===== src/sv/pzps_pkg.sv =====
// pzps_pkg: widths, register codes and transaction types shared by the
// zero-prune segmenter front end, queue, back end and top level
// no dependencies
package pzps_pkg;

   localparam int POS_W         = 32;
   localparam int INT_W         = 32;
   localparam int SPIKE_W       = 8;
   localparam int GAP_W         = 4;
   localparam int CSR_INDEX_W   = 1;
   localparam int CSR_DATA_W    = 8;
   localparam int QUEUE_DEPTH   = 4;
   localparam int QUEUE_PTR_W   = $clog2(QUEUE_DEPTH);
   localparam int QUEUE_COUNT_W = $clog2(QUEUE_DEPTH + 1);

   localparam logic [SPIKE_W-1:0] SPIKE_RATIO_RESET = SPIKE_W'(50);
   localparam logic [GAP_W-1:0]   GAP_RATIO_RESET   = GAP_W'(2);

   typedef enum logic [CSR_INDEX_W-1:0] {
      CSR_SPIKE_STEP_RATIO  = 1'b0,
      CSR_SEGMENT_GAP_RATIO = 1'b1
   } csr_index_type;

   typedef enum logic [1:0] {
      PART_FIRST,
      PART_SECOND,
      PART_END
   } part_type;

   typedef struct packed {
      logic [SPIKE_W-1:0] spike_step_ratio;
      logic [GAP_W-1:0]   segment_gap_ratio;
   } cfg_type;

   typedef struct packed {
      logic [POS_W-1:0] position;
      logic [INT_W-1:0] intensity;
   } point_type;

   // work left by one input transaction after zero pruning
   typedef struct packed {
      logic      first_valid;
      point_type first;
      logic      second_valid;
      point_type second;
      logic      scan_end;
      logic      scan_short;
   } bundle_type;

   typedef struct packed {
      point_type point;
      logic      segment_start;
      logic      segment_end;
      logic      scan_error;
   } result_type;

endpackage


===== src/sv/pzps_channels.sv =====
// pzps_req_if and pzps_rsp_if: valid/ready channels for profile points in
// and segmented points out; depends on pzps_pkg
interface pzps_req_if;
   import pzps_pkg::*;
   logic             valid;
   logic             ready;
   logic [POS_W-1:0] position;
   logic [INT_W-1:0] intensity;
   logic             scan_last;

   modport source (output valid, output position, output intensity, output scan_last,
                   input ready);
   modport sink   (input valid, input position, input intensity, input scan_last,
                   output ready);
endinterface

interface pzps_rsp_if;
   import pzps_pkg::*;
   logic             valid;
   logic             ready;
   logic [POS_W-1:0] out_position;
   logic [INT_W-1:0] out_intensity;
   logic             segment_start;
   logic             segment_end;
   logic             scan_error;
   logic             run_last;

   modport source (output valid, output out_position, output out_intensity,
                   output segment_start, output segment_end, output scan_error,
                   output run_last, input ready);
   modport sink   (input valid, input out_position, input out_intensity,
                   input segment_start, input segment_end, input scan_error,
                   input run_last, output ready);
endinterface


===== src/sv/pzps_front.sv =====
// pzps_front: accepts profile points, drops zero points between zeros and
// queues the surviving work per transaction; depends on pzps_pkg, pzps_req_if
module pzps_front (
   input  logic                clock,
   input  logic                reset,
   pzps_req_if.sink            req,
   input  logic                queue_full,
   output logic                queue_push,
   output pzps_pkg::bundle_type queue_data
);
   import pzps_pkg::*;

   localparam logic [1:0] RAW_MAX = 2'd3;

   logic [POS_W-1:0] pend_pos_ff, pend_pos_in;
   logic [INT_W-1:0] pend_int_ff, pend_int_in;
   logic             before_zero_ff, before_zero_in;
   logic [1:0]       raw_count_ff, raw_count_in;
   logic             accept;
   logic             cur_zero;
   logic             next_zero;
   logic             short_scan;
   logic             first_keep;
   logic             second_keep;

   assign req.ready = !queue_full;

   always_comb begin
      accept      = req.valid && !queue_full;
      cur_zero    = (pend_int_ff == '0);
      next_zero   = (req.intensity == '0);
      short_scan  = req.scan_last && (raw_count_ff < 2'd2);
      first_keep  = !short_scan && (raw_count_ff != 2'd0)
                    && !(before_zero_ff && cur_zero && next_zero);
      second_keep = req.scan_last && !short_scan && !(cur_zero && next_zero);

      queue_data.first_valid      = first_keep;
      queue_data.first.position   = pend_pos_ff;
      queue_data.first.intensity  = pend_int_ff;
      queue_data.second_valid     = second_keep;
      queue_data.second.position  = req.position;
      queue_data.second.intensity = req.intensity;
      queue_data.scan_end         = req.scan_last;
      queue_data.scan_short       = short_scan;
      queue_push = accept && (first_keep || req.scan_last);

      pend_pos_in    = pend_pos_ff;
      pend_int_in    = pend_int_ff;
      before_zero_in = before_zero_ff;
      raw_count_in   = raw_count_ff;
      if (accept) begin
         if (req.scan_last) begin
            before_zero_in = 1'b1;
            raw_count_in   = '0;
         end else begin
            if (raw_count_ff != 2'd0) begin
               before_zero_in = cur_zero;
            end
            pend_pos_in  = req.position;
            pend_int_in  = req.intensity;
            raw_count_in = (raw_count_ff == RAW_MAX) ? RAW_MAX : raw_count_ff + 2'd1;
         end
      end
   end

   always_ff @(posedge clock) begin
      if (reset) begin
         before_zero_ff <= 1'b1;
         raw_count_ff   <= '0;
      end else begin
         before_zero_ff <= before_zero_in;
         raw_count_ff   <= raw_count_in;
      end
   end

   always_ff @(posedge clock) begin
      pend_pos_ff <= pend_pos_in;
      pend_int_ff <= pend_int_in;
   end

endmodule


===== src/sv/pzps_queue.sv =====
// pzps_queue: short transaction queue between front and back end
// depends on pzps_pkg
module pzps_queue (
   input  logic                 clock,
   input  logic                 reset,
   input  logic                 push,
   input  pzps_pkg::bundle_type push_data,
   output logic                 full,
   input  logic                 pop,
   output logic                 pop_valid,
   output pzps_pkg::bundle_type pop_data
);
   import pzps_pkg::*;

   localparam logic [QUEUE_PTR_W-1:0]   PTR_LAST   = QUEUE_PTR_W'(QUEUE_DEPTH - 1);
   localparam logic [QUEUE_COUNT_W-1:0] COUNT_FULL = QUEUE_COUNT_W'(QUEUE_DEPTH);
   localparam logic [QUEUE_PTR_W-1:0]   PTR_ONE    = QUEUE_PTR_W'(1);
   localparam logic [QUEUE_COUNT_W-1:0] COUNT_ONE  = QUEUE_COUNT_W'(1);

   bundle_type                 slot_ff [QUEUE_DEPTH];
   logic [QUEUE_PTR_W-1:0]     wr_ptr_ff, wr_ptr_in;
   logic [QUEUE_PTR_W-1:0]     rd_ptr_ff, rd_ptr_in;
   logic [QUEUE_COUNT_W-1:0]   count_ff, count_in;

   always_comb begin
      full      = (count_ff == COUNT_FULL);
      pop_valid = (count_ff != '0);
      pop_data  = slot_ff[rd_ptr_ff];

      wr_ptr_in = wr_ptr_ff;
      rd_ptr_in = rd_ptr_ff;
      count_in  = count_ff;
      if (push) begin
         wr_ptr_in = (wr_ptr_ff == PTR_LAST) ? '0 : wr_ptr_ff + PTR_ONE;
      end
      if (pop) begin
         rd_ptr_in = (rd_ptr_ff == PTR_LAST) ? '0 : rd_ptr_ff + PTR_ONE;
      end
      if (push && !pop) begin
         count_in = count_ff + COUNT_ONE;
      end else if (pop && !push) begin
         count_in = count_ff - COUNT_ONE;
      end
   end

   always_ff @(posedge clock) begin
      if (reset) begin
         wr_ptr_ff <= '0;
         rd_ptr_ff <= '0;
         count_ff  <= '0;
      end else begin
         wr_ptr_ff <= wr_ptr_in;
         rd_ptr_ff <= rd_ptr_in;
         count_ff  <= count_in;
      end
   end

   always_ff @(posedge clock) begin
      if (push) begin
         slot_ff[wr_ptr_ff] <= push_data;
      end
   end

endmodule


===== src/sv/pzps_back.sv =====
// pzps_back: spike thinning, segment marking and result staging, one point
// per cycle unless the result channel stalls; depends on pzps_pkg, pzps_rsp_if
module pzps_back (
   input  logic                 clock,
   input  logic                 reset,
   input  pzps_pkg::cfg_type    cfg,
   input  logic                 pop_valid,
   input  pzps_pkg::bundle_type pop_data,
   output logic                 pop,
   pzps_rsp_if.source           rsp
);
   import pzps_pkg::*;

   localparam logic [1:0] COUNT_MAX = 2'd2;
   localparam int         SPIKE_PW  = POS_W + SPIKE_W;
   localparam int         GAP_PW    = POS_W + GAP_W;

   logic             first_done_ff, first_done_in;
   logic             second_done_ff, second_done_in;
   logic [POS_W-1:0] thin_last_ff, thin_last_in;
   logic [POS_W-1:0] thin_prior_ff, thin_prior_in;
   logic [1:0]       thin_count_ff, thin_count_in;
   logic [POS_W-1:0] kept_last_ff, kept_last_in;
   logic [POS_W-1:0] kept_prior_ff, kept_prior_in;
   logic [1:0]       kept_count_ff, kept_count_in;
   point_type        held_ff, held_in;
   logic             held_valid_ff, held_valid_in;
   logic             held_opens_ff, held_opens_in;
   result_type       stg_ff, stg_in;
   logic             stg_valid_ff, stg_valid_in;
   logic             stg_done_ff, stg_done_in;
   result_type       out_ff, out_in;
   logic             out_last_ff, out_last_in;
   logic             out_valid_ff, out_valid_in;

   part_type             part;
   logic                 part_last;
   point_type            pt;
   logic                 proceed;
   logic                 out_free;
   logic                 move;
   logic [POS_W-1:0]     thin_step, thin_prev, kept_step, kept_prev;
   logic [SPIKE_PW-1:0]  spike_prod;
   logic [GAP_PW-1:0]    gap_prod;
   logic                 drop;
   logic                 opens;
   logic                 scan_err;
   logic                 res_valid;
   result_type           res;

   always_comb begin
      if (pop_data.first_valid && !first_done_ff) begin
         part      = PART_FIRST;
         part_last = !pop_data.second_valid && !pop_data.scan_end;
      end else if (pop_data.second_valid && !second_done_ff) begin
         part      = PART_SECOND;
         part_last = !pop_data.scan_end;
      end else begin
         part      = PART_END;
         part_last = 1'b1;
      end
      pt = (part == PART_FIRST) ? pop_data.first : pop_data.second;

      out_free = !out_valid_ff || rsp.ready;
      proceed  = pop_valid && (out_free || !stg_valid_ff);
      pop      = proceed && part_last;

      thin_step  = pt.position - thin_last_ff;
      thin_prev  = thin_last_ff - thin_prior_ff;
      kept_step  = pt.position - kept_last_ff;
      kept_prev  = kept_last_ff - kept_prior_ff;
      spike_prod = SPIKE_PW'(thin_step) * SPIKE_PW'(cfg.spike_step_ratio);
      gap_prod   = GAP_PW'(kept_prev) * GAP_PW'(cfg.segment_gap_ratio);
      drop = (thin_count_ff == COUNT_MAX) && (pt.intensity == '0)
             && (spike_prod < SPIKE_PW'(thin_prev));
      if (kept_count_ff == 2'd0) begin
         opens = 1'b1;
      end else if (kept_count_ff == 2'd1) begin
         opens = 1'b0;
      end else begin
         opens = GAP_PW'(kept_step) > gap_prod;
      end
      scan_err = pop_data.scan_short || (thin_count_ff != COUNT_MAX);

      res = '0;
      res_valid = 1'b0;
      case (part)
         PART_FIRST, PART_SECOND: begin
            res_valid         = !drop && held_valid_ff && !(held_opens_ff && opens);
            res.point         = held_ff;
            res.segment_start = held_opens_ff;
            res.segment_end   = opens;
         end
         PART_END: begin
            if (scan_err) begin
               res_valid      = 1'b1;
               res.scan_error = 1'b1;
            end else begin
               res_valid       = held_valid_ff && !held_opens_ff;
               res.point       = held_ff;
               res.segment_end = 1'b1;
            end
         end
         default: begin
            res_valid = 1'b0;
         end
      endcase

      // scan state
      first_done_in  = first_done_ff;
      second_done_in = second_done_ff;
      thin_last_in   = thin_last_ff;
      thin_prior_in  = thin_prior_ff;
      thin_count_in  = thin_count_ff;
      kept_last_in   = kept_last_ff;
      kept_prior_in  = kept_prior_ff;
      kept_count_in  = kept_count_ff;
      held_in        = held_ff;
      held_valid_in  = held_valid_ff;
      held_opens_in  = held_opens_ff;
      if (proceed) begin
         if (part_last) begin
            first_done_in  = 1'b0;
            second_done_in = 1'b0;
         end else if (part == PART_FIRST) begin
            first_done_in = 1'b1;
         end else begin
            second_done_in = 1'b1;
         end
         if (part == PART_END) begin
            thin_count_in = '0;
            kept_count_in = '0;
            held_valid_in = 1'b0;
            held_opens_in = 1'b0;
         end else begin
            thin_prior_in = thin_last_ff;
            thin_last_in  = pt.position;
            thin_count_in = (thin_count_ff == COUNT_MAX) ? COUNT_MAX : thin_count_ff + 2'd1;
            if (!drop) begin
               held_in       = pt;
               held_valid_in = 1'b1;
               held_opens_in = opens;
               kept_prior_in = kept_last_ff;
               kept_last_in  = pt.position;
               kept_count_in = (kept_count_ff == COUNT_MAX) ? COUNT_MAX
                               : kept_count_ff + 2'd1;
            end
         end
      end

      // result staging: run_last is known once the next result or the group end shows up
      move = stg_valid_ff && out_free && (stg_done_ff || (proceed && res_valid));

      out_in       = out_ff;
      out_last_in  = out_last_ff;
      out_valid_in = out_valid_ff && !rsp.ready;
      if (move) begin
         out_in       = stg_ff;
         out_last_in  = stg_done_ff;
         out_valid_in = 1'b1;
      end

      stg_in       = stg_ff;
      stg_valid_in = stg_valid_ff;
      stg_done_in  = stg_done_ff;
      if (proceed && res_valid) begin
         stg_in       = res;
         stg_valid_in = 1'b1;
         stg_done_in  = part_last;
      end else if (move) begin
         stg_valid_in = 1'b0;
      end else if (proceed && part_last && stg_valid_ff) begin
         stg_done_in = 1'b1;
      end
   end

   assign rsp.valid         = out_valid_ff;
   assign rsp.out_position  = out_ff.point.position;
   assign rsp.out_intensity = out_ff.point.intensity;
   assign rsp.segment_start = out_ff.segment_start;
   assign rsp.segment_end   = out_ff.segment_end;
   assign rsp.scan_error    = out_ff.scan_error;
   assign rsp.run_last      = out_last_ff;

   always_ff @(posedge clock) begin
      if (reset) begin
         first_done_ff  <= 1'b0;
         second_done_ff <= 1'b0;
         thin_count_ff  <= '0;
         kept_count_ff  <= '0;
         held_valid_ff  <= 1'b0;
         held_opens_ff  <= 1'b0;
         stg_valid_ff   <= 1'b0;
         stg_done_ff    <= 1'b0;
         out_valid_ff   <= 1'b0;
      end else begin
         first_done_ff  <= first_done_in;
         second_done_ff <= second_done_in;
         thin_count_ff  <= thin_count_in;
         kept_count_ff  <= kept_count_in;
         held_valid_ff  <= held_valid_in;
         held_opens_ff  <= held_opens_in;
         stg_valid_ff   <= stg_valid_in;
         stg_done_ff    <= stg_done_in;
         out_valid_ff   <= out_valid_in;
      end
   end

   always_ff @(posedge clock) begin
      thin_last_ff  <= thin_last_in;
      thin_prior_ff <= thin_prior_in;
      kept_last_ff  <= kept_last_in;
      kept_prior_ff <= kept_prior_in;
      held_ff       <= held_in;
      stg_ff        <= stg_in;
      out_ff        <= out_in;
      out_last_ff   <= out_last_in;
   end

endmodule


===== src/sv/profile_zero_prune_segmenter.sv =====
// Path: a result reaches rsp through the queue and the back end's held, staging and output
// registers; the results of a scan's final point leave one per cycle while rsp is ready.
// Throughput: one point per cycle while the queue is not full; the back end updates spike and
// segment state for one point per cycle unless rsp stalls, and handles a scan's end as its own part.
// Reset: synchronous, active high; clears counters, queue and valid flags and sets the
// ratio registers to 50 and 2. No clearing pass.
module profile_zero_prune_segmenter (
   input  logic                            clock,
   input  logic                            reset,
   pzps_req_if.sink                        req,
   pzps_rsp_if.source                      rsp,
   input  logic                            csr_write_enable,
   input  logic [pzps_pkg::CSR_INDEX_W-1:0] csr_index,
   input  logic [pzps_pkg::CSR_DATA_W-1:0]  csr_write_data
);
   import pzps_pkg::*;

   cfg_type    cfg_ff, cfg_in;
   logic       queue_push;
   bundle_type queue_wdata;
   logic       queue_full;
   logic       queue_pop;
   logic       queue_valid;
   bundle_type queue_rdata;

   always_comb begin
      cfg_in = cfg_ff;
      if (csr_write_enable) begin
         case (csr_index_type'(csr_index))
            CSR_SPIKE_STEP_RATIO:  cfg_in.spike_step_ratio  = csr_write_data[SPIKE_W-1:0];
            CSR_SEGMENT_GAP_RATIO: cfg_in.segment_gap_ratio = csr_write_data[GAP_W-1:0];
            default:               cfg_in = cfg_ff;
         endcase
      end
   end

   always_ff @(posedge clock) begin
      if (reset) begin
         cfg_ff.spike_step_ratio  <= SPIKE_RATIO_RESET;
         cfg_ff.segment_gap_ratio <= GAP_RATIO_RESET;
      end else begin
         cfg_ff <= cfg_in;
      end
   end

   pzps_front u_front (
      .clock      (clock),
      .reset      (reset),
      .req        (req),
      .queue_full (queue_full),
      .queue_push (queue_push),
      .queue_data (queue_wdata)
   );

   pzps_queue u_queue (
      .clock     (clock),
      .reset     (reset),
      .push      (queue_push),
      .push_data (queue_wdata),
      .full      (queue_full),
      .pop       (queue_pop),
      .pop_valid (queue_valid),
      .pop_data  (queue_rdata)
   );

   pzps_back u_back (
      .clock     (clock),
      .reset     (reset),
      .cfg       (cfg_ff),
      .pop_valid (queue_valid),
      .pop_data  (queue_rdata),
      .pop       (queue_pop),
      .rsp       (rsp)
   );

endmodule


===== src/flat_wrapper.sv =====
// flat-port wrapper written by rule: the top's interface ports become plain ports
module profile_zero_prune_segmenter_flat import pzps_pkg::*;
  (clock, reset, csr_write_enable, csr_index, csr_write_data, req_valid, req_position, req_intensity, req_scan_last, req_ready, rsp_valid, rsp_out_position, rsp_out_intensity, rsp_segment_start, rsp_segment_end, rsp_scan_error, rsp_run_last, rsp_ready);
  pzps_req_if req_i ();
  pzps_rsp_if rsp_i ();
  input  logic clock;
  input  logic reset;
  input  logic csr_write_enable;
  input  logic [pzps_pkg::CSR_INDEX_W-1:0] csr_index;
  input  logic [pzps_pkg::CSR_DATA_W-1:0] csr_write_data;
  input wire logic [$bits(req_i.valid)-1:0] req_valid;
  input wire logic [$bits(req_i.position)-1:0] req_position;
  input wire logic [$bits(req_i.intensity)-1:0] req_intensity;
  input wire logic [$bits(req_i.scan_last)-1:0] req_scan_last;
  output wire logic [$bits(req_i.ready)-1:0] req_ready;
  output wire logic [$bits(rsp_i.valid)-1:0] rsp_valid;
  output wire logic [$bits(rsp_i.out_position)-1:0] rsp_out_position;
  output wire logic [$bits(rsp_i.out_intensity)-1:0] rsp_out_intensity;
  output wire logic [$bits(rsp_i.segment_start)-1:0] rsp_segment_start;
  output wire logic [$bits(rsp_i.segment_end)-1:0] rsp_segment_end;
  output wire logic [$bits(rsp_i.scan_error)-1:0] rsp_scan_error;
  output wire logic [$bits(rsp_i.run_last)-1:0] rsp_run_last;
  input wire logic [$bits(rsp_i.ready)-1:0] rsp_ready;
  assign req_i.valid = req_valid;
  assign req_i.position = req_position;
  assign req_i.intensity = req_intensity;
  assign req_i.scan_last = req_scan_last;
  assign req_ready = req_i.ready;
  assign rsp_valid = rsp_i.valid;
  assign rsp_out_position = rsp_i.out_position;
  assign rsp_out_intensity = rsp_i.out_intensity;
  assign rsp_segment_start = rsp_i.segment_start;
  assign rsp_segment_end = rsp_i.segment_end;
  assign rsp_scan_error = rsp_i.scan_error;
  assign rsp_run_last = rsp_i.run_last;
  assign rsp_i.ready = rsp_ready;
  profile_zero_prune_segmenter u_core (.clock(clock), .reset(reset), .req(req_i), .rsp(rsp_i), .csr_write_enable(csr_write_enable), .csr_index(csr_index), .csr_write_data(csr_write_data));
endmodule

===== config.mk =====
export PLATFORM = sky130hd
export DESIGN_NAME = profile_zero_prune_segmenter_flat
export DESIGN_NICKNAME = d
export VERILOG_FILES = /design/src/sv/pzps_pkg.sv /design/src/sv/pzps_channels.sv /design/src/sv/pzps_front.sv /design/src/sv/pzps_queue.sv /design/src/sv/pzps_back.sv /design/src/sv/profile_zero_prune_segmenter.sv /design/src/flat_wrapper.sv
export SDC_FILE = /design/constraint.sdc
export NUM_CORES = 2
export LEC_CHECK = 0
export ABC_CLOCK_PERIOD_IN_PS = 16400
export BUFFER_PORTS_ARGS = -buffer_cell sky130_fd_sc_hd__clkbuf_2
export CAP_MARGIN = 10
export CORE_UTILIZATION = 56
export CTS_CLUSTER_SIZE = 8
export DETAILED_ROUTE_END_ITERATION = 16
export PLACE_DENSITY = 0.69
export SLEW_MARGIN = 20
export SYNTH_ARGS = -nofsm -noshare
export SYNTH_HDL_FRONTEND = slang
export SYNTH_SLANG_ARGS = --single-unit

===== constraint.sdc =====
create_clock -name clock -period 16.4 [get_ports clock]
set_input_delay 1.64 -clock clock [delete_from_list [all_inputs] [get_ports clock]]
set_output_delay 1.64 -clock clock [all_outputs]
set_load 0.01 [all_outputs]

# After elaboration in Yosys (flattened, before gate mapping)
# Memory sizes are Yosys's and may differ from the RTL's. A register that Yosys moved wholly into a read port is not among the register bits.
# Index checks and enable logic that the tools add are counted.
# Widths: inputs -> output; s select.
# word_totals
register_bits	392
ram_bits	528
wordCells	185
mem_count	1
# memory_table
memory	depth	width	read_ports	rd_ports_with_merged_regs	wr	line	text
u_core.u_queue.slot_ff	4	132	1	1	1	pzps_queue.sv:20	bundle_type slot_ff [QUEUE_DEPTH];
# classes
add_sub_neg	11
mul	2
magnitude_cmp	3
n_eq_ne	13
mux	45
bitwise_logic	4
n_reduce_logical	72
# op_table
cell	n
$mux 64	2
$pmux 64 s2	1
$sub 32x32->32	4
$logic_not 32->1	3
$lt 40x32->1	1
$mul 32x8->40	1
$gt 32x36->1	1
$mul 32x4->36	1
$logic_and 1x1->1	28
$mux 2	13
$mux 1	25
$reduce_and 2->1	9
$logic_not 1->1	16
$eq 2x2->1 const B	6
$reduce_bool 2->1	6
$add 2x1->2 const B	5
$mux 3	2
$logic_or 1x1->1	5
$eq 2x1->1 const B	2
$logic_not 2->1	2
$ne 2x1->1 const B	2
$ne 2x2->1 const B	2
$not 1->1	4
$pmux 1 s2	2
other kinds (7)	7

# Longest topological paths before layout
# depth
word_depth	19
depth_mapped	51
depth_no_buf	46

# Hierarchy
# From an unflattened synthesis, not the netlist that was laid out.
# hier_totals
cells_unflattened	4234
hier_area_um2	53585.1
# by_module_without_submodules
module	instances	cells_each	area_per_inst_um2	seq_area_each_um2
pzps_back	1	3272	30854.6	9078.7
pzps_queue	1	734	19476.2	16035.4
pzps_front	1	179	2748.9	1981.9
profile_zero_prune_segmenter	1	49	505.5	240.2

# Worst setup path before layout
# Ideal clock, no wire load.
# synth_path
path_type	register to register
start	register with a tool-made name
end	register u_core.u_back.held_ff[0] (netlist name), enable pin
setup_ns	0.679
t_arrival_ns	13.245
slack_ns	2.476
stages_incl_launch_ff	49
path_buffers	9
synth_period_minus_slack_ns	13.924
path_cell_list	dfxtp_1 -> buf_2 -> buf_2 -> buf_4 -> buf_2 -> buf_1 -> clkbuf_1 -> buf_1 -> buf_1 -> mux4_2 -> mux2_2 -> ha_1 -> clkbuf_1 -> a21oi_1 -> nand2_1 -> a211oi_1 -> o21ai_0 -> a311o_1 -> [... 13 more ...] -> o21ai_0 -> a211oi_1 -> o21bai_1 -> a211o_1 -> a31oi_1 -> xnor2_1 -> ha_1 -> a21o_1 -> a211o_1 -> a211o_1 -> nor4_1 -> nand3b_1 -> or4_1 -> nor4_1 -> nand4_1 -> or4_4 -> nand2_1 -> inv_1
# synth_rtl
element	line	text
end signal, assigned	pzps_back.sv:214	held_ff <= held_in;
end, declared	pzps_back.sv:26	point_type held_ff, held_in;

==> results.txt <==
- Level count of the clock H-tree: 4
- Port buffer count: 148
- For the worst flop-to-flop path, the logic depth is 46.
- Of the post-synthesis cell area, the dominant cell type holds 0.504.
- The area growth from synthesis to layout is 11.3%.
- After detailed routing, the number of remaining DRC violations is 0.
* Count of yosys warnings during synthesis: 0
- TritonCTS built the clock tree.
- Critical Path Start Type: register
* Routed length per instance: 21.9 microns
- The cell sitting at the root of the clock tree is a sky130_fd_sc_hd__clkbuf_16.
- The die covers 95600 sq um.
- The count of endpoints failing hold in the final timing report came to 0.
- Die outline width: 309 microns
- Max Buffers Root-to-Sink: 3
* Fraction of layout cells with a size suffix above 1: 0.119
- The synthesized netlist contains 85 unique library cells.
- For the pin with the worst max-slew slack, the measured transition is 1160 ps.
* Endpoint of the most critical register-to-register path: u_core.u_back.held_ff[62]
- Counting every sink on the clock net gives slightly above 900.
* Post-Synthesis Net Count: between 4000 and 5000
- Critical path arrival: ~15000 ps
- Maximum clock frequency: 69.7 MHz
* Final-report max-slew violation count: 0
* Max stage delay cell, worst path: sky130_fd_sc_hd__dfxtp_4
- After clock tree synthesis, the flow added hold-fix buffers numbering 0.
- In this run the worst setup path terminates at u_core.u_back.held_ff[62].
* Skew-Pair Late Insertion Delay: around 750 ps
- The min-delay analysis places its worst path in the category reg -> reg.
* Placeable Area: a little over 90000 sq um
* Number of flops mapped to enable cells by yosys: between 800 and 900
- Broken down by cell family, the worst path's largest delay share belongs to compound AO/OA/AOI/OAI gates.
* Total routed wirelength: around 120 mm
- In the final design database the tool counted 4970 nets.
- The floorplan has around 110 rows.
- Final setup violation count: 0
* Number of DRC violations after detailed-routing iteration 0: approximately 3100
- Antenna violations before repair: 6
* Post-synthesis sequential area ratio: 0.517
- Total number of cells along the worst setup path: 46
- The most numerous cell type found on the critical path is sky130_fd_sc_hd__fa_1.
- Largest stage delay, worst path: around 640 ps
- Final critical-path share of the clock period: 0.874
- Before antenna repair, the detailed router went through 6 iterations.
- Slew margin rel.: 0.207
- Biggest area consumer among synthesized cells: sky130_fd_sc_hd__edfxtp_1
- The worst setup path is captured at a register.
* Slack of the worst reg-to-reg path: 2060 ps
- In this run, CTS created clock tree buffers numbering around 130.
- Setup repair after global routing missed its margin: false
- Required time of the critical path: approximately 17000 ps
* Setup Skew: around 37 ps
- Detail Route Antenna Nets: 0
- Number of cells after detailed placement: 5468
- Gates resized during post-CTS repair numbered 0.
- For this run the aggregate overflow at the end of global routing stands at 0.
- Proportion of register bits with asynchronous set or reset after synthesis: 0
* Run status: complete, no violations
- Initial Utilization: 0.565
* Sum Neg Setup Slack: 0 ps
* Clock-pin slew of the registers on the worst-case setup and hold paths: approximately 50 ps
- 149 I/O pins were placed.
- Number of violations of the max-capacitance limit: 0
- Detailed routing inserted a total of between 30000 and 40000 vias.
- In this run the post-CTS setup repair buffer count came out at 0.
- Post-detailed-placement half-perimeter wirelength: about 87 mm
- Routability-driven placement finished with a final weighted congestion of 0.925.
- Number of global-route vias before repair: between 30000 and 40000
- Summed instance area of the synthesized netlist: 52800 sq um
* Maximum number of pins on one net before global-route repair: 72
- Count of placed standard cells in the final layout, fillers left out: around 5700
* Biggest area contributors in the synthesized netlist: sky130_fd_sc_hd__edfxtp_1 (50%), sky130_fd_sc_hd__fa_1 (9.3%), sky130_fd_sc_hd__ha_1 (7.0%)
- Among all flip-flop cells after synthesis, the most frequent one is sky130_fd_sc_hd__edfxtp_1.
- In the global route stage, overall resource usage came out at 0.268.
* Type of the setup path with the least slack: reg -> reg
- Maximum fanout along the worst path: 64
- First-pass GRT wire length: between 150 and 200 mm
- Synthesis produced a netlist whose cell count is slightly above 4000.
- Via-to-Cell Ratio: about 5.9
- Post-layout minimum cycle time: around 14000 ps
- Each instance of the synthesized netlist takes up on average 12.7 sq um.
- The number of buffers and inverters on the critical path is 6.
* Die Y: between 300 and 400 microns
* FF+latch count, synth: roughly 900
-- cells in the mapped netlist (48+ instances only) --
library cell / instances
sky130_fd_sc_hd__inv_1: 440
sky130_fd_sc_hd__a21o_1: 84
sky130_fd_sc_hd__nand2_1: 315
sky130_fd_sc_hd__ha_1: 296
sky130_fd_sc_hd__nand3_1: 68
sky130_fd_sc_hd__nor2b_1: 58
sky130_fd_sc_hd__mux2_2: 48
sky130_fd_sc_hd__fa_1: 245
sky130_fd_sc_hd__mux4_2: 107
sky130_fd_sc_hd__xnor2_1: 101
sky130_fd_sc_hd__a21oi_1: 207
sky130_fd_sc_hd__clkbuf_1: 89
sky130_fd_sc_hd__nor2_1: 159
sky130_fd_sc_hd__xor2_1: 66
sky130_fd_sc_hd__edfxtp_1: 887
sky130_fd_sc_hd__and2_1: 287
sky130_fd_sc_hd__o21ai_0: 118
-- final cells by class --
type,instances,area (sq um)
clock inverters,15,250
multi-input cells,2669,23500
inverters,441,1660
diodes,8,20.0
fillers,7065,34700
well taps,1254,1570
clock buffers,170,3510
flip-flops and latches,922,27300
repair buffers,182,996
-- flip-flops by register name, indices dropped and copies added (netlist names), 2 cells and up, named ones only --
signal and cells:
u_core.u_back.rsp.out_intensity 32, u_core.u_front.pend_int_ff 32, u_core.u_back.kept_count_ff 2, u_core.u_back.held_ff 64, u_core.cfg_ff 12, u_core.u_queue.count_ff 3
u_core.u_back.thin_prior_ff 32, u_core.u_back.thin_count_ff 2, u_core.u_back.stg_ff 67, u_core.u_queue.wr_ptr_ff 2, u_core.u_queue.slot_ff 528, u_core.u_back.thin_last_ff 32
u_core.u_queue.rd_ptr_ff 2, u_core.u_back.kept_prior_ff 32, u_core.u_back.rsp.out_position 32, u_core.u_front.pend_pos_ff 32, u_core.u_front.raw_count_ff 2
-- per-layer routing --
layer  up-vias  track usage  wire [microns]  share of wire
met4         2       0.0761            2930          0.024
met2      1123        0.416           57100           0.46
met3       179       0.0391            8300          0.067
li1      15300            -               -              -
met5         -            0              13        0.00010
met1     16700        0.394           55900           0.45
-- kinds of logic (layout without fill, tap and decap cells) --
kind of cell    after synthesis  count (layout)  synth area share
compound gates              663             663            0.0814
xor+xnor                    167             167            0.0277
fa+ha+maj                   541             541             0.163
buf+inv                     556             808            0.0401
flops                       922             922             0.517
mux                         191             191            0.0628
other cells                   0               8                 0
simple gates               1107            1107             0.108
-- through the flow --
| stage | setup slack [ps] | hold slack [ps] | area [sq um] | util |
|---|---|---|---|---|
| 6_report | 2060 | 401 | 58800 | 0.629 |
| 5_1_grt | 1170 | 407 | 58800 | 0.629 |
| 4_1_cts | 2050 | 403 | 58800 | 0.629 |
| 3_5_place_dp | 2160 | 405 | 55000 | 0.589 |
| 3_3_place_gp | 2400 | 402 | 55000 | 0.589 |
| 2_1_floorplan | 2480 | 400 | 52800 | - |
-- worst min path at each step --
stage,from,endpoint,slack [ps],depth (start not counted)
final,u_core.u_back.stg_ff[4],u_core.u_back.rsp.out_intensity[1],400,0
after CTS,u_core.u_back.stg_ff[36],u_core.u_back.rsp.out_position[1],400,0
after global placement,u_core.u_back.stg_ff[47],u_core.u_back.rsp.out_position[12],400,0
after global routing,u_core.u_back.stg_ff[4],u_core.u_back.rsp.out_intensity[1],410,0
after detailed placement,u_core.u_back.stg_ff[19],u_core.u_back.rsp.out_intensity[16],400,0
after floorplan,u_core.u_back.stg_ff[3],u_core.u_back.rsp.out_intensity[0],400,0
-- cell usage in the layout (no fill, tap or decap), types with 135 or more instances in the layout --
| cell | count |
|---|---|
| sky130_fd_sc_hd__a21oi_1 | 207 |
| sky130_fd_sc_hd__and2_1 | 282 |
| sky130_fd_sc_hd__clkbuf_16 | 135 |
| sky130_fd_sc_hd__clkbuf_2 | 148 |
| sky130_fd_sc_hd__edfxtp_1 | 887 |
| sky130_fd_sc_hd__fa_1 | 245 |
| sky130_fd_sc_hd__ha_1 | 296 |
| sky130_fd_sc_hd__inv_1 | 439 |
| sky130_fd_sc_hd__nand2_1 | 315 |
| sky130_fd_sc_hd__nor2_1 | 158 |
Power is not shown: default switching activity piles up to over one toggle a cycle in this logic, so the estimate is an artifact.
